`src/rtl/core/glyph_cache_lfu_lookup_assert.svh`:
```
// assertion macros for the glyph cache lookup block
// expects clk_i and rst_ni in the scope of each use
`ifndef GLYPH_CACHE_LFU_LOOKUP_ASSERT_SVH
`define GLYPH_CACHE_LFU_LOOKUP_ASSERT_SVH

`ifndef SYNTH

// property that must hold at every edge out of reset
`define GCL_ASSERT(name, prop) \
  name: assert property (@(posedge clk_i) disable iff (!rst_ni) (prop)) \
    else $error("glyph cache assertion failed");

// same-cycle implication
`define GCL_ASSERT_IMP(name, ante, cons) \
  name: assert property (@(posedge clk_i) disable iff (!rst_ni) (ante) |-> (cons)) \
    else $error("glyph cache implication failed");

// next-cycle implication
`define GCL_ASSERT_NXT(name, ante, cons) \
  name: assert property (@(posedge clk_i) disable iff (!rst_ni) (ante) |=> (cons)) \
    else $error("glyph cache next-cycle check failed");

`else

`define GCL_ASSERT(name, prop)
`define GCL_ASSERT_IMP(name, ante, cons)
`define GCL_ASSERT_NXT(name, ante, cons)

`endif

`endif

```
`src/rtl/core/gcl_pkg.sv`:
```
// shared types and constants for the glyph cache lookup block
// no dependencies
`timescale 1ns / 1ps

package gcl_pkg;

  // default geometry
  localparam int CACHE_ENTRIES = 16;
  localparam int MAX_COUNT     = 255;

  // fixed field widths
  localparam int CODE_W  = 8;
  localparam int COUNT_W = 8;
  localparam int SLOT_W  = 4;

  // result status codes
  typedef enum logic [1:0] {
    ST_HIT     = 2'd0,
    ST_FILL    = 2'd1,
    ST_REPLACE = 2'd2,
    ST_NOGLYPH = 2'd3
  } status_e;

  // input beat
  typedef struct packed {
    logic [CODE_W-1:0] char_code;
    logic              glyph_available;
  } in_t;

  // result beat
  typedef struct packed {
    status_e           status;
    logic [SLOT_W-1:0] slot_index;
    logic [CODE_W-1:0] evicted_code;
  } out_t;

endpackage

```
`src/rtl/core/glyph_cache_lfu_lookup.sv`:
```
// top level of the glyph cache lookup block: sequencer, valid bits, result register
// depends on gcl_pkg, gcl_ram and glyph_cache_lfu_lookup_assert.svh
//
//  channel | signals                           | beat moves when
//  --------+-----------------------------------+---------------------------
//  in      | in_valid_i in_ready_o in_data_i   | in_valid_i & in_ready_o
//  out     | out_valid_o out_ready_i out_data_o| out_valid_o & out_ready_i
//
// a lookup runs scan, decide and emit for a hit, a fill or a miss
// without glyph, and scan, decide, age, fix and emit for a replacement with aging;
// the scan and age passes step through every entry via the count and code ram read port
// reset clears the per-entry valid bits at once; no clearing pass is needed
// in_ready_o is high only between lookups; a result waiting at the output
// does not block the next lookup until that lookup itself finishes
`timescale 1ns / 1ps

`include "glyph_cache_lfu_lookup_assert.svh"

module glyph_cache_lfu_lookup #(
  parameter int CacheEntries = gcl_pkg::CACHE_ENTRIES,
  parameter int MaxCount     = gcl_pkg::MAX_COUNT
) (
  input  logic          clk_i,
  input  logic          rst_ni,
  input  logic          in_valid_i,
  output logic          in_ready_o,
  input  gcl_pkg::in_t  in_data_i,
  output logic          out_valid_o,
  input  logic          out_ready_i,
  output gcl_pkg::out_t out_data_o
);

  localparam int IW = (CacheEntries > 1) ? $clog2(CacheEntries) : 1;
  localparam int CW = $clog2(CacheEntries + 1);
  localparam int CNW = gcl_pkg::COUNT_W;
  localparam int CDW = gcl_pkg::CODE_W;

  typedef enum logic [2:0] {
    S_IDLE,
    S_SCAN,
    S_DECIDE,
    S_AGE,
    S_FIX,
    S_EMIT
  } state_e;

  state_e                 state_q, state_d;
  logic [CW-1:0]          idx_q, idx_d;
  logic [CDW-1:0]         key_q, key_d;
  logic                   avail_q, avail_d;
  logic                   hit_fnd_q, hit_fnd_d;
  logic [IW-1:0]          hit_idx_q, hit_idx_d;
  logic [CNW-1:0]         hit_cnt_q, hit_cnt_d;
  logic                   emp_fnd_q, emp_fnd_d;
  logic [IW-1:0]          emp_idx_q, emp_idx_d;
  logic                   low_fnd_q, low_fnd_d;
  logic [IW-1:0]          low_idx_q, low_idx_d;
  logic [CNW-1:0]         low_cnt_q, low_cnt_d;
  logic [CDW-1:0]         low_code_q, low_code_d;
  logic [CacheEntries-1:0] vld_q, vld_d;
  logic                   rd_vld_q, rd_vld_d;
  gcl_pkg::out_t          res_q, res_d;
  gcl_pkg::out_t          out_q, out_d;
  logic                   out_valid_q, out_valid_d;

  // ram ports
  logic [IW-1:0]  raddr;
  logic [IW-1:0]  waddr;
  logic           cnt_we;
  logic [CNW-1:0] cnt_wdata;
  logic [CNW-1:0] cnt_rdata;
  logic           code_we;
  logic [CDW-1:0] code_rdata;

  // shared compare and subtract unit operands
  logic [IW-1:0]  proc_idx;
  logic [CNW-1:0] cnt_eff;
  logic [CNW-1:0] decr;
  logic           idx_last;

  assign proc_idx = IW'(idx_q - CW'(1));
  assign cnt_eff  = rd_vld_q ? cnt_rdata : '0;
  assign decr     = low_cnt_q - CNW'(1);
  assign idx_last = (idx_q == CW'(CacheEntries));
  assign raddr    = (idx_q < CW'(CacheEntries)) ? idx_q[IW-1:0] : '0;
  assign rd_vld_d = vld_q[raddr];

  gcl_ram #(
    .Width(CNW),
    .Depth(CacheEntries)
  ) u_count_ram (
    .clk_i  (clk_i),
    .we_i   (cnt_we),
    .waddr_i(waddr),
    .wdata_i(cnt_wdata),
    .raddr_i(raddr),
    .rdata_o(cnt_rdata)
  );

  gcl_ram #(
    .Width(CDW),
    .Depth(CacheEntries)
  ) u_code_ram (
    .clk_i  (clk_i),
    .we_i   (code_we),
    .waddr_i(waddr),
    .wdata_i(key_q),
    .raddr_i(raddr),
    .rdata_o(code_rdata)
  );

  // sequencer
  always_comb begin
    state_d     = state_q;
    idx_d       = idx_q;
    key_d       = key_q;
    avail_d     = avail_q;
    hit_fnd_d   = hit_fnd_q;
    hit_idx_d   = hit_idx_q;
    hit_cnt_d   = hit_cnt_q;
    emp_fnd_d   = emp_fnd_q;
    emp_idx_d   = emp_idx_q;
    low_fnd_d   = low_fnd_q;
    low_idx_d   = low_idx_q;
    low_cnt_d   = low_cnt_q;
    low_code_d  = low_code_q;
    vld_d       = vld_q;
    res_d       = res_q;
    out_d       = out_q;
    out_valid_d = out_valid_q;
    waddr       = '0;
    cnt_we      = 1'b0;
    cnt_wdata   = '0;
    code_we     = 1'b0;

    // result beat taken
    if (out_valid_q && out_ready_i) begin
      out_valid_d = 1'b0;
    end

    unique case (state_q)
      S_IDLE: begin
        if (in_valid_i) begin
          key_d     = in_data_i.char_code;
          avail_d   = in_data_i.glyph_available;
          hit_fnd_d = 1'b0;
          emp_fnd_d = 1'b0;
          low_fnd_d = 1'b0;
          idx_d     = '0;
          state_d   = S_SCAN;
        end
      end

      // one entry per cycle: match, first empty, first lowest count
      S_SCAN: begin
        idx_d = idx_q + CW'(1);
        if (idx_q != '0) begin
          if (!hit_fnd_q && cnt_eff != '0 && code_rdata == key_q) begin
            hit_fnd_d = 1'b1;
            hit_idx_d = proc_idx;
            hit_cnt_d = cnt_eff;
          end
          if (!emp_fnd_q && cnt_eff == '0) begin
            emp_fnd_d = 1'b1;
            emp_idx_d = proc_idx;
          end
          if (!low_fnd_q || cnt_eff < low_cnt_q) begin
            low_fnd_d  = 1'b1;
            low_cnt_d  = cnt_eff;
            low_idx_d  = proc_idx;
            low_code_d = code_rdata;
          end
        end
        if (idx_last) begin
          state_d = S_DECIDE;
        end
      end

      S_DECIDE: begin
        state_d = S_EMIT;
        if (hit_fnd_q) begin
          // saturating count raise
          waddr     = hit_idx_q;
          cnt_we    = 1'b1;
          cnt_wdata = (hit_cnt_q < CNW'(MaxCount)) ? hit_cnt_q + CNW'(1) : hit_cnt_q;
          res_d.status       = gcl_pkg::ST_HIT;
          res_d.slot_index   = gcl_pkg::SLOT_W'(hit_idx_q);
          res_d.evicted_code = '0;
        end else if (!avail_q) begin
          res_d.status       = gcl_pkg::ST_NOGLYPH;
          res_d.slot_index   = '0;
          res_d.evicted_code = '0;
        end else if (emp_fnd_q) begin
          waddr            = emp_idx_q;
          cnt_we           = 1'b1;
          cnt_wdata        = CNW'(1);
          code_we          = 1'b1;
          vld_d[emp_idx_q] = 1'b1;
          res_d.status       = gcl_pkg::ST_FILL;
          res_d.slot_index   = gcl_pkg::SLOT_W'(emp_idx_q);
          res_d.evicted_code = '0;
        end else begin
          res_d.status       = gcl_pkg::ST_REPLACE;
          res_d.slot_index   = gcl_pkg::SLOT_W'(low_idx_q);
          res_d.evicted_code = low_code_q;
          if (low_cnt_q > CNW'(1)) begin
            idx_d   = '0;
            state_d = S_AGE;
          end else begin
            waddr     = low_idx_q;
            cnt_we    = 1'b1;
            cnt_wdata = CNW'(1);
            code_we   = 1'b1;
          end
        end
      end

      // read-modify-write: each count above the victim's count minus one drops by that amount, except the victim's
      S_AGE: begin
        idx_d = idx_q + CW'(1);
        if (idx_q != '0 && proc_idx != low_idx_q && cnt_eff > decr) begin
          waddr     = proc_idx;
          cnt_we    = 1'b1;
          cnt_wdata = cnt_eff - decr;
        end
        if (idx_last) begin
          state_d = S_FIX;
        end
      end

      // install the new code in the victim slot
      S_FIX: begin
        waddr     = low_idx_q;
        cnt_we    = 1'b1;
        cnt_wdata = CNW'(1);
        code_we   = 1'b1;
        state_d   = S_EMIT;
      end

      S_EMIT: begin
        if (!out_valid_q || out_ready_i) begin
          out_d       = res_q;
          out_valid_d = 1'b1;
          state_d     = S_IDLE;
        end
      end

      default: begin
        state_d = S_IDLE;
      end
    endcase
  end

  // state and registered outputs
  always_ff @(posedge clk_i or negedge rst_ni) begin
    if (!rst_ni) begin
      state_q     <= S_IDLE;
      idx_q       <= '0;
      vld_q       <= '0;
      out_valid_q <= 1'b0;
      hit_fnd_q   <= 1'b0;
      emp_fnd_q   <= 1'b0;
      low_fnd_q   <= 1'b0;
    end else begin
      state_q     <= state_d;
      idx_q       <= idx_d;
      vld_q       <= vld_d;
      out_valid_q <= out_valid_d;
      hit_fnd_q   <= hit_fnd_d;
      emp_fnd_q   <= emp_fnd_d;
      low_fnd_q   <= low_fnd_d;
    end
  end

  // payload registers
  always_ff @(posedge clk_i) begin
    key_q      <= key_d;
    avail_q    <= avail_d;
    hit_idx_q  <= hit_idx_d;
    hit_cnt_q  <= hit_cnt_d;
    emp_idx_q  <= emp_idx_d;
    low_idx_q  <= low_idx_d;
    low_cnt_q  <= low_cnt_d;
    low_code_q <= low_code_d;
    rd_vld_q   <= rd_vld_d;
    res_q      <= res_d;
    out_q      <= out_d;
  end

  assign in_ready_o  = (state_q == S_IDLE);
  assign out_valid_o = out_valid_q;
  assign out_data_o  = out_q;

  // checks
  `GCL_ASSERT_NXT(a_busy_after_accept, in_valid_i && in_ready_o, !in_ready_o)
  `GCL_ASSERT_IMP(a_noglyph_zero, out_valid_o && out_data_o.status == gcl_pkg::ST_NOGLYPH,
                  out_data_o.slot_index == '0 && out_data_o.evicted_code == '0)
  `GCL_ASSERT_IMP(a_no_evict_code,
                  out_valid_o && (out_data_o.status == gcl_pkg::ST_HIT ||
                                  out_data_o.status == gcl_pkg::ST_FILL),
                  out_data_o.evicted_code == '0)
  `GCL_ASSERT_IMP(a_age_skips_victim, cnt_we && state_q == S_AGE, waddr != low_idx_q)

endmodule

```
`src/rtl/core/gcl_ram.sv`:
```
// generic single write port ram with one registered read port
// no dependencies
`timescale 1ns / 1ps

module gcl_ram #(
  parameter int Width = 8,
  parameter int Depth = 16
) (
  input  logic                                  clk_i,
  input  logic                                  we_i,
  input  logic [(Depth > 1 ? $clog2(Depth) : 1)-1:0] waddr_i,
  input  logic [Width-1:0]                      wdata_i,
  input  logic [(Depth > 1 ? $clog2(Depth) : 1)-1:0] raddr_i,
  output logic [Width-1:0]                      rdata_o
);

  logic [Width-1:0] mem_q [Depth];
  logic [Width-1:0] rdata_q;

  // write and registered read
  always_ff @(posedge clk_i) begin
    if (we_i) begin
      mem_q[waddr_i] <= wdata_i;
    end
    rdata_q <= mem_q[raddr_i];
  end

  assign rdata_o = rdata_q;

endmodule
```
`config.mk`:
```
export PLATFORM = sky130hd
export DESIGN_NAME = glyph_cache_lfu_lookup
export DESIGN_NICKNAME = d
export VERILOG_FILES = /design/src/rtl/core/gcl_pkg.sv /design/src/rtl/core/glyph_cache_lfu_lookup.sv /design/src/rtl/core/gcl_ram.sv
export VERILOG_INCLUDE_DIRS = /design/src /design/src/rtl/core
export SDC_FILE = /design/constraint.sdc
export NUM_CORES = 1
export LEC_CHECK = 0
export ABC_AREA = 0
export BUFFER_PORTS_ARGS = -buffer_cell sky130_fd_sc_hd__buf_4
export CAP_MARGIN = 20
export CORE_MARGIN = 8
export CORE_UTILIZATION = 45
export DETAILED_ROUTE_END_ITERATION = 12
export SYNTH_ARGS = -nofsm -noshare
export SYNTH_HDL_FRONTEND = slang
export SYNTH_SLANG_ARGS = --single-unit
```
`constraint.sdc`:
```
create_clock -name clk_i -period 10.9 [get_ports clk_i]
set_clock_uncertainty 0.2 [all_clocks]
set_input_delay 1.09 -clock clk_i [delete_from_list [all_inputs] [get_ports clk_i]]
set_output_delay 1.09 -clock clk_i [all_outputs]
set_load 0.005 [all_outputs]
```
==> results of run 1 <==
cells by family after synthesis:
logic type               count (synthesis)  share of synthesized area
buffers and inverters                   78                     0.0203
multiplexers                           107                     0.0718
flip-flops                             374                      0.691
AND/OR/NAND/NOR                        207                     0.0735
adder cells (fa/ha/maj)                 23                     0.0187
AO/OA/AOI/OAI                          263                      0.106
XOR/XNOR                                29                     0.0181
power by group through the flow:
stage | Clock, uW | Sequential, uW | Combinational [uW]
6_report | 1340 | 2010 | 1490
5_1_grt | 1420 | 2040 | 1620
4_1_cts | 1360 | 2010 | 1480
3_5_place_dp | 0 | 2040 | 1470
3_3_place_gp | 0 | 2040 | 1470
2_1_floorplan | 0 | 1930 | 1110
critical path: stages, from the launching register on:
cell and delay, ns:
sky130_fd_sc_hd__edfxtp_1 0.43, sky130_fd_sc_hd__or4_1 0.71, sky130_fd_sc_hd__nor4_1 0.29, sky130_fd_sc_hd__xnor2_1 0.18
sky130_fd_sc_hd__ha_1 0.29, sky130_fd_sc_hd__nand4_1 0.12, sky130_fd_sc_hd__o21ai_0 0.09, sky130_fd_sc_hd__or3_1 0.50
sky130_fd_sc_hd__o41ai_2 0.53, sky130_fd_sc_hd__nand2_4 0.27, sky130_fd_sc_hd__nor2_1 0.66
path summary, 6_finish.rpt:
| path | from | end | slack, ns | depth (start not counted) |
|---|---|---|---|---|
| max | low_cnt_q[2] | u_count_ram.mem_q[15][3] | 6.27 | 10 |
| min | res_q[9] | out_data_o[9] | 0.22 | 0 |
| max reg2reg | low_cnt_q[2] | u_count_ram.mem_q[15][3] | 6.27 | 10 |
| min reg2reg | res_q[9] | out_data_o[9] | 0.22 | 0 |
| max in group asynchronous | rst_ni | idx_q[1] | 9.91 | 1 |
| min in group asynchronous | rst_ni | vld_q[1] | 0.29 | 1 |
through the flow:
step	area [um^2]	power, uW	setup slack, ns	util
after floorplan	15800	3040	6.91	-
after global placement	16500	3500	6.34	0.478
after detailed placement	16500	3510	6.28	0.478
after CTS	17800	4850	6.27	0.515
after global routing	17800	5070	5.94	0.516
final	17800	4830	6.27	0.516
flip-flops by register name (all words and copies together) (netlist names), 14 cells and up:
name / flops
u_code_ram.mem_q: 128
u_count_ram.mem_q: 128
vld_q: 16
out_data_o: 14
res_q: 14
cell type report:
cell class,count,area share
Clock inverter,18,0.0112
Tap cell,455,0.0320
Inverter,20,0.00421
Sequential cell,374,0.613
Clock buffer,54,0.0615
Multi-Input combinational cell,629,0.257
Timing Repair Buffer,48,0.0204
cells in the final DEF (no fill, tap or decap), drive strengths merged, types with 5 or more instances in the layout:
cell type / instances
nor3: 33
mux2: 51
xnor2: 17
clkbuf: 54
o41ai: 5
nand2: 54
dfxtp: 17
a221oi: 17
a21oi: 97
nor4: 6
dfrtp: 28
nand2b: 11
mux2i: 56
o21ai: 71
clkinv: 12
ha: 22
and2: 15
a21o: 9
o22ai: 9
nand3: 11
nor2: 50
nor2b: 7
buf: 48
xor2: 11
inv: 20
o21bai: 13
edfxtp: 329
a32o: 17
layer usage:
metal	wire (um)	GRT usage	vias to the layer above
met1	17300	0.259	4456
met5	0	0	-
met3	2020	0.0294	65
met2	15900	0.256	276
li1	-	-	4220
met4	956	0.0565	0
==> results by stage, run 1 <==
CTS:
- CTS saw 374 sinks.
- The clock latency at the later pin of the worst-skew pair is 0.53 ns.
- The number of cells upsized or downsized after cts is 0.
- CTS built an H-tree with a depth of 2.
- The CTS buffer count is 40.
- The number of hold buffers added after CTS is 0.
- After clock tree synthesis, the clock-pin slew on the worst setup and hold paths is 0.06 ns.
- The CTS tree is built.
- Buffers added to address setup during post-CTS repair amount to 0.
- The master cell of the clock root buffer is sky130_fd_sc_hd__clkbuf_16.
- Counting along the longest clock path gives a buffer depth of 3.

Drt:
- The final layout contains routed wiring with a total length of between 30 and 40 mm.
- In this run the remaining antenna-violating nets after routing total 0.
- For this run, design rule violations remaining after detail routing come to 0.
- The via count is 9017.
- The vias per cell is 5.64.
- The length of the first detailed-routing pass in iterations is 5.
- Dividing the detail-routed wire length by the instance count gives ~23 um.
- The iteration-0 DRC count of the detailed router is 818.

Setup path:
- For the worst setup path, the data required time is 10.86 ns.
- The worst setup path is launched from a register.
- The worst setup path is captured at a register.
- In this run the worst path has a maximum fanout of 9.
- The critical setup path kind is register to register.
- STA puts the critical path data arrival time at between 4 and 5 ns.

Timing:
- Adding up every negative setup slack in the final design gives 0 ns.
- The relative slew slack is 0.313.
- The minimum clock period after layout is 4.63 ns.
- The final hold violation count is 0.
- The number of endpoints failing setup at the final stage is 0.
- Setup repair after global routing left no endpoint under its margin.
- The final critical-path share of the clock period is 0.425.
- The worst hold slack is 0.215 ns.
- For this run, the top clock speed supported by timing is 216 MHz.
- For the pin with the worst max-slew slack, the measured transition is 1.03 ns.
- The number of pins exceeding their max-slew limit in the final report is 0.

Synthesis:
- The warning count from the yosys run is 0.
- The mean area per synthesized cell is around 15 um^2.
- By count the netlist is led by sky130_fd_sc_hd__edfxtp_1 (329), sky130_fd_sc_hd__a21oi_1 (97), sky130_fd_sc_hd__o21ai_0 (70).
- Yosys mapped the design onto a little over 60 distinct sky130hd cell types.
- The cell taking the most area after synthesis is sky130_fd_sc_hd__edfxtp_1.
- The flop and latch count out of synthesis is 374.
- After synthesis, the share of flip-flops with an asynchronous set or reset is 0.0749.
- The count of flip-flops with a built-in enable after synthesis is 329.
- The most frequently used cell type in the post-synthesis netlist is sky130_fd_sc_hd__edfxtp_1.
- After synthesis, the cell types taking the most area are sky130_fd_sc_hd__edfxtp_1 (63%), sky130_fd_sc_hd__dfrtp_1 (4.4%), sky130_fd_sc_hd__mux2_2 (3.6%).
- The share of the Yosys chip area taken by registers is 0.691.
- The summed instance area of the synthesized netlist is 15800 um^2.
- The synthesized netlist net count is 1117.
- The share of the synthesized area in the top cell type is 0.625.
- After technology mapping, the gate count stands at 1081.
- The main flop type after synthesis is sky130_fd_sc_hd__edfxtp_1.

Min path:
- The class of the tightest hold or removal check is register to register.

Finish:
- The count of filler cells inserted in the layout is 2871.
- The repair_antennas step left the layout with diodes totalling 0.
- Relative to the synthesized area, the layout overhead comes to 12.8%.
- The post-layout instance count excluding filler cells is 1598.
- In the final layout, flip-flops and latches occupy ~11000 um^2.
- The fraction of final layout cells with drive strength greater than 1 is 0.179.
- The area taken by multi-input logic gates is 4590 um^2.
- The final layout contains 1149 nets.

Power:
- For this design the total switching power over the nets is 1640 uW.
- The power density over the cells is about 270 nW/um^2.
- The fraction of power spent switching nets is 0.339.
- The share of total power dissipated in sequential elements is 0.416.
- IR analysis of the VDD net gives a maximum drop of roughly 0.00016 V.
- The relative contribution of combinational cells to total power is 0.308.
- The share of total power dissipated in the clock network is 0.276.
- In this run the static leakage power is 0.00630 uW.
- The internal power is 3200 uW.

Floorplanning:
- The floorplan step defined a die boundary enclosing 41400 um^2.
- The die boundary height is ~200 um.
- The number of cell rows is 68.
- The number of placed I/O pins is 29.
- The floorplan step set the die width to 203 um.
- For this configuration, the core starts out at a cell density of 0.457.
- The area of the core region is 34500 um^2.

Run:
- The max-cap check violation count is 0.

GRT:
- Entering global routing, the biggest net connects 74 pins.
- The wire length of the first global-routing pass is 55.2 mm.
- The total global-route track usage is 0.174.
- The via count of the first global-routing pass is 8771.
- After global routing the overflow that remains totals 0.
- The number of antenna violations at the first check in global routing is 0.

Place:
- After legalization and detailed placement, the total HPWL measured 23.6 mm.
- The count of placed standard cells including taps is roughly 1500.
- Input and output buffers added on the ports amount to 28.
- The global placer's final weighted congestion is 0.857.

Status:
- The run finished with clean final reports.
(Power assumes the default switching activity.)
==> run 2, diff against run 1 <==
clock period = 4.2 ns   (was 10.9 ns; I/O delays follow)
==> results by stage, run 2 (synthesis gave the netlist of run 1 again) <==
Setup path:
- The arrival time of the worst setup path is 4.07 ns.
- The depth of the most critical reg-to-reg path is 13.
- The worst register-to-register path ends at u_code_ram.mem_q[14][3].
- The cell at the slowest stage of the critical path is sky130_fd_sc_hd__or4_1.
- Data on the critical path is required at its endpoint by around 4.2 ns.
- The kind of start point of the critical path is a register.
- The reg-to-reg critical path startpoint is low_cnt_q[2].
- The critical setup path kind is register to register.
- The maximum net fanout on the critical path is 9.
- STA classifies the critical path endpoint as a register.
- For flop-to-flop paths, the worst setup slack is between 0.15 and 0.2 ns.
- The library cell appearing most often on the critical path is sky130_fd_sc_hd__buf_4.
- The worst stage delay on the critical path is roughly 0.58 ns.
- In this run the worst setup path begins at low_cnt_q[2].
- The critical path goes through or4_1, buf_4, nor2_1, xnor2_1, ha_1, nor2_1, nor3b_1, nor3_4, o41ai_2, nand2_4, buf_4, nor3_2, buf_4.

Finish:
- The area of all placed cells without fillers is between 15000 and 20000 um^2.
- The post-layout instance count excluding filler cells is 1651.
- The library cell used most frequently in the layout, excluding fill and tap cells, is sky130_fd_sc_hd__edfxtp_1.
- The number of nets at the end of the flow is ~1200.
- The fraction of final layout cells with drive strength greater than 1 is 0.211.
- The library cells used most frequently in the layout, excluding fill and tap cells, are sky130_fd_sc_hd__edfxtp_1 (329), sky130_fd_sc_hd__a21oi_1 (97), sky130_fd_sc_hd__buf_4 (90).
- The count of filler cells inserted in the layout is 2863.
- The repair_antennas step left the layout with diodes totalling 0.
- The largest registers in the layout are u_code_ram.mem_q x128, u_count_ram.mem_q x128, vld_q x16.
- The area growth from synthesis to layout is 15.6%.

Place:
- The global placer's final weighted congestion is 0.818.
- The number of buffers added on ports is 28.
- Detailed placement finished with a half-perimeter wire length of 24.0 mm.
- After detailed placement, the total cell area comes to 16800 um^2.
- The count of placed standard cells including taps is between 1500 and 2000.

Power:
- For this design the ratio of total power to cell area is 692 nW/um^2.
- The leakage power figure is between 0.006 and 0.007 uW.
- The largest vdd supply drop is 0.000396 V.
- The total power consumption of the routed design is about 13000 uW.

GRT:
- The number of antenna violations at the first check in global routing is 0.
- Entering global routing, the biggest net connects 73 pins.
- The first global-routing pass estimated 55.9 mm of wire.
- The via count of the first global-routing pass is 9047.
- The total global-route track usage is 0.176.
- Global routing finished with a remaining overflow of 0.

Timing:
- The final critical-path share of the clock period is 0.961.
- The relative slew slack is 0.302.
- The number of endpoints failing setup at the final stage is 0.
- The minimum clock period after layout is 4.04 ns.
- Setup repair after global routing could not meet its margin everywhere.
- The final hold violation count is 0.
- For the pin with the worst max-slew slack, the measured transition is 1.05 ns.
- The highest clock rate is 248 MHz.
- The number of pins exceeding their max-slew limit in the final report is 0.
- The worst hold slack is 0.0594 ns.
- Adding up every negative setup slack in the final design gives 0 ns.

Min path:
- The critical hold path startpoint is in_valid_i.
- The worst hold path was traced through 4 stages.
- The class of the tightest hold or removal check is input port to register.
- The worst hold path endpoint is state_q[0].

CTS:
- The maximum count of clock buffers along a single path is 3.
- The level count of the clock H-tree is 2.
- The cell sitting at the root of the clock tree is a sky130_fd_sc_hd__clkbuf_16.
- The CTS buffer count is 39.
- CTS saw 374 sinks.
- TritonCTS built the clock tree.
- Clock latency on the worst-skew pair, taken at its later pin, is between 0.5 and 0.6 ns.
- The clock-pin slew on the worst setup and hold paths is approximately 0.070 ns.

Drt:
- For this run, design rule violations remaining after detail routing come to 0.
- After detailed routing, the average wire length per cell comes to between 20 and 25 um.
- For this run, the detailed router's first-pass iteration total came to 7.
- For this block, the initial DRC count from the detailed router was roughly 870.
- Summing over every cut layer, the via total after detailed routing is 9281.
- The number of nets still failing antenna checks after routing is 0.
- The vias per cell is 5.62.
- Wires add up to 36.7 mm.

Run:
- The max-cap check violation count is 0.

Floorplanning:
- The total area inside the core boundary comes to between 30000 and 40000 um^2.
- In this run the core area contains between 60 and 70 standard-cell rows.
- The horizontal die dimension is approximately 200 um.
- During I/O placement, the number of pins put on the boundary was 29.
- The die boundary height is 203 um.
- For this configuration, the core starts out at a cell density of 0.457.
- The floorplan step defined a die boundary enclosing between 40000 and 50000 um^2.

Status:
- The flow ran to the end, and the final reports show no timing, DRC or antenna violations.
## run 2: cell count changes in the layout (fill, tap and decap cells not counted), moves of 2 or more
cell | before | now
sky130_fd_sc_hd__nor2_1 | 47 | 43
sky130_fd_sc_hd__nor2_2 | 2 | 6
sky130_fd_sc_hd__nor3_2 | 19 | 17
sky130_fd_sc_hd__nor3_4 | 1 | 3
sky130_fd_sc_hd__clkinv_1 | 6 | 1
sky130_fd_sc_hd__dlygate4sd3_1 | 0 | 11
sky130_fd_sc_hd__clkbuf_1 | 12 | 16
sky130_fd_sc_hd__clkbuf_8 | 0 | 4
sky130_fd_sc_hd__clkinvlp_4 | 2 | 0
sky130_fd_sc_hd__buf_4 | 47 | 90
## run 2: power by group
group | switching (uW) | total, uW | internal, uW
Clock | 1360 | 3410 | 2050
Combinational | 2510 | 4070 | 1560
Sequential | 412 | 5160 | 4750
Total | 4280 | 12600 | 8360
## run 2: layer usage
metal | vias to the layer above | track usage | wire, um
met5 | - | 0 | 0
met1 | 4582 | 0.257 | 16900
li1 | 4317 | - | -
met3 | 66 | 0.0336 | 2460
met2 | 316 | 0.261 | 16200
met4 | 0 | 0.0614 | 1140
## run 2: timing repair
item                                    CTS  global route
resized for setup                         0             8
hold buffers                             11             0
hold endpoints to repair                 38             0
endpoints found under the setup margin    0           230
buffers inserted                          0             0
## run 2: worst max-delay path by stage
stage                               to  slack, ns  depth (start not counted)
3_5_place_dp   u_count_ram.mem_q[1][3]       0.06                         11
6_report       u_code_ram.mem_q[14][3]       0.16                         13
3_3_place_gp   u_count_ram.mem_q[1][2]       0.18                         11
2_1_floorplan   u_code_ram.mem_q[7][0]       0.21                         12
5_1_grt        u_code_ram.mem_q[14][3]      -0.05                         13
4_1_cts        u_count_ram.mem_q[1][6]       0.03                         11
## run 2: area by class of cell
class                   count  area [um^2]  area share
flip-flops and latches    374        10900       0.598
multi-input cells         629         4620       0.253
clock buffers              61         1140      0.0625
repair buffers            102          806      0.0441
well taps                 455          569      0.0312
clock inverters            10          124     0.00678
inverters                  20         75.1     0.00411
## run 2: per-stage QoR
| stage | setup slack [ns] | utilization |
|---|---|---|
| finish | 0.163 | 0.529 |
| global route | -0.0506 | 0.529 |
| CTS | 0.0296 | 0.528 |
| detailed placement | 0.0564 | 0.488 |
| global placement | 0.182 | 0.488 |
| floorplan | 0.214 | - |
## run 2: critical path: cells and delay by family (launching register included)
family          cells  cell delay (ns)
fa+ha+maj           1             0.36
flops               1             0.44
buf+inv             3             0.59
compound gates      1             0.54
simple gates        7             1.51
xor+xnor            1             0.10
==> run 3, diff against run 2 <==
RECOVER_POWER = 100   (was not set)
SETUP_SLACK_MARGIN = 0.02   (was not set)
==> results by stage, run 3 (synthesis gave the netlist of run 1 again) <==
Power:
- In this run the power density over the cells is 692 nW/um^2.
- The analysis attributes to net switching a power of 4260 uW.
- The share of total power dissipated in combinational logic is 0.319.
- The internal power of the cells totals 8320 uW.
- The leakage power figure is 0.00653 uW.
- Total power for the finished layout comes to 12600 uW.
- Of the total power, the share spent switching nets is 0.338.
- The power share of the clock group is 0.271.
- The share of total power dissipated in sequential elements is 0.410.
- The largest vdd supply drop is 0.000354 V.

CTS:
- The CTS tree is built.
- The clock latency at the later pin of the worst-skew pair is 0.53 ns.
- The clock sink count is 374.
- The master cell of the clock root buffer is sky130_fd_sc_hd__clkbuf_16.
- The clock-pin slew on the worst setup and hold paths is 0.06 ns.
- The maximum count of clock buffers along a single path is 3.
- The CTS buffer count is 39.
- The post-CTS setup buffer count is 0.
- The H-tree was split into 2 levels.

Min path:
- The class of the tightest hold or removal check is input port to register.

Setup path:
- Data arrives at the worst endpoint at 4.09 ns.
- The reg-to-reg critical path startpoint is low_cnt_q[2].
- The worst register-to-register path has a depth of 11.
- The critical path is of the register to register type.
- Along the worst path, the maximum fanout reaches 16.
- The capturing element type of the critical path is a register.
- Tracing the worst setup path back leads to its startpoint at low_cnt_q[2].
- The setup check on the worst reg-to-reg path leaves a slack of 0.19 ns.
- Data on the critical path is required at its endpoint by 4.28 ns.
- The worst setup path is launched from a register.
- The capture point of the critical path is u_count_ram.mem_q[6][0].
- The endpoint identified for the worst register-to-register timing path is u_count_ram.mem_q[6][0].

Timing:
- The post-route setup TNS is 0 ns.
- The number of pins exceeding their max-slew limit in the final report came to roughly 100.
- In this run the tightest slew margin relative to its limit is -0.362.
- Counting I/O delays and the setup requirement, the final critical path takes around 4 ns.
- The transition at the pin with the smallest max-transition slack is between 2 and 2.5 ns.
- The number of endpoints failing setup at the final stage is 0.
- The final hold violation count is 0.
- Derived from the worst setup path, the maximum achievable clock frequency is 249 MHz.
- After layout, the worst setup slack is 0.188 ns.
- Setup repair after global routing left no endpoint under its margin.
- Dividing the final minimum period by the clock period gives 0.955.

Drt:
- The remaining design rule violation count is 0.
- The final route contains 9252 vias.
- The length of the first detailed-routing pass in iterations is 5.
- Wires add up to 36.6 mm.
- The iteration-0 DRC count of the detailed router is between 800 and 900.
- The vias per cell is 5.60.
- In the final routed layout, each cell accounts on average for 22.1 um.
- The number of nets still failing antenna checks after routing is 0.

GRT:
- Summed over all layers, the global routing overflow is 0.
- The total global-route track usage is 0.176.
- The number of antenna violations at the first check in global routing is 0.
- The wire length of the first global-routing pass is 55.9 mm.
- The maximum number of pins on one net before global-route repair is 73.
- The via count of the first global-routing pass is 9047.

Status:
- The flow ran to the end, but the final reports show violations.
- The checks that failed: max-capacitance violations, max-slew violations.

Finish:
- The diode insertion count for antenna repair is 0.
- The final layout contains 1202 nets.
- The post-layout instance count excluding filler cells is 1651.
- The growth of design area from synthesis to finish is 15.1%.
- The utilization after layout is 0.526.
- The largest registers in the layout are u_code_ram.mem_q x128, u_count_ram.mem_q x128, vld_q x16.
- Leaving out fill and tap cells, the most frequent cell in the layout is sky130_fd_sc_hd__edfxtp_1.
- The fraction of final layout cells with drive strength greater than 1 is 0.198.
- In the layout the commonest cells are sky130_fd_sc_hd__edfxtp_1 (329), sky130_fd_sc_hd__a21oi_1 (97), sky130_fd_sc_hd__o21ai_0 (71).

Place:
- Counting tap cells, the placed design contains a total of 1569 instances.
- The HPWL after detailed placement is 24.0 mm.
- The global placer's final weighted congestion is 0.818.
- OpenSTA, run right after detailed placement, puts the worst setup slack at 0.0564 ns.
- Port buffering added 28 buffers.

Run:
- The max-cap check violation count is 2.

Floorplanning:
- The floorplan step set the die width to between 200 and 250 um.
- The initialized floorplan defines 68 standard-cell rows.
- The number of placed I/O pins is 29.
- The die is 203 um tall.
- The die area is roughly 41000 um^2.
- For this configuration, the core starts out at a cell density of 0.457.
- The area of the core region is 34500 um^2.
-- run 3: cell count changes in the layout (fill, tap and decap cells not counted), sizes merged --
cell    delta
buf       -40
clkbuf    +40
-- run 3: final cells by class --
type                    instances  area, um^2
inverters                      20        75.1
clock inverters                10         124
repair buffers                102         747
fillers                      2891       16400
multi-input cells             629        4600
flip-flops and latches        374       10900
clock buffers                  61        1140
well taps                     455         569
-- run 3: per-stage QoR --
stage / cell area (um^2) / hold WS (ns)
2_1_floorplan: 15800 / -0.0756
3_3_place_gp: 16800 / 0.166
3_5_place_dp: 16800 / 0.168
4_1_cts: 18200 / 0.0380
5_1_grt: 18200 / 0.0922
6_report: 18200 / 0.0588
-- run 3: what timing repair did --
item / in CTS / in global routing
hold buffers: 11 / 0
endpoints found under the hold margin: 38 / 0
setup endpoints to repair: 0 / 240
resized for setup: 0 / 10
-- run 3: power groups by stage --
stage | Combinational [uW] | Clock, uW | Sequential, uW
6_report | 4010 | 3410 | 5160
4_1_cts | 4030 | 3470 | 5160
2_1_floorplan | 2870 | 0 | 5020
3_3_place_gp | 3970 | 0 | 5220
5_1_grt | 4390 | 3600 | 5210
3_5_place_dp | 4000 | 0 | 5230
-- run 3: worst min-delay path by stage --
stage | cells after the start | endpoint | from
floorplan | 0 | emp_fnd_q | rst_ni
global placement | 1 | vld_q[11] | rst_ni
detailed placement | 1 | out_valid_o | rst_ni
CTS | 4 | state_q[0] | in_valid_i
global route | 4 | state_q[0] | in_valid_i
finish | 4 | state_q[0] | in_valid_i
-- run 3: worst max-delay path, cell delays in order, from the launching register on --
cell and delay (ns):
sky130_fd_sc_hd__edfxtp_1 0.43, sky130_fd_sc_hd__or4_1 0.58, sky130_fd_sc_hd__buf_4 0.19, sky130_fd_sc_hd__nor2_1 0.11, sky130_fd_sc_hd__xnor2_1 0.15, sky130_fd_sc_hd__ha_1 0.31
sky130_fd_sc_hd__nand4_1 0.11, sky130_fd_sc_hd__o21ai_0 0.11, sky130_fd_sc_hd__or3_4 0.44, sky130_fd_sc_hd__or3_1 0.50, sky130_fd_sc_hd__o22ai_1 0.21, sky130_fd_sc_hd__clkbuf_2 0.40
-- run 3: layer usage --
metal	GRT usage	vias to the layer above	routed length, um
met5	0	-	0
met4	0.0614	0	1130
met3	0.0336	67	2200
met2	0.261	289	16200
met1	0.257	4576	17000
li1	-	4320	-
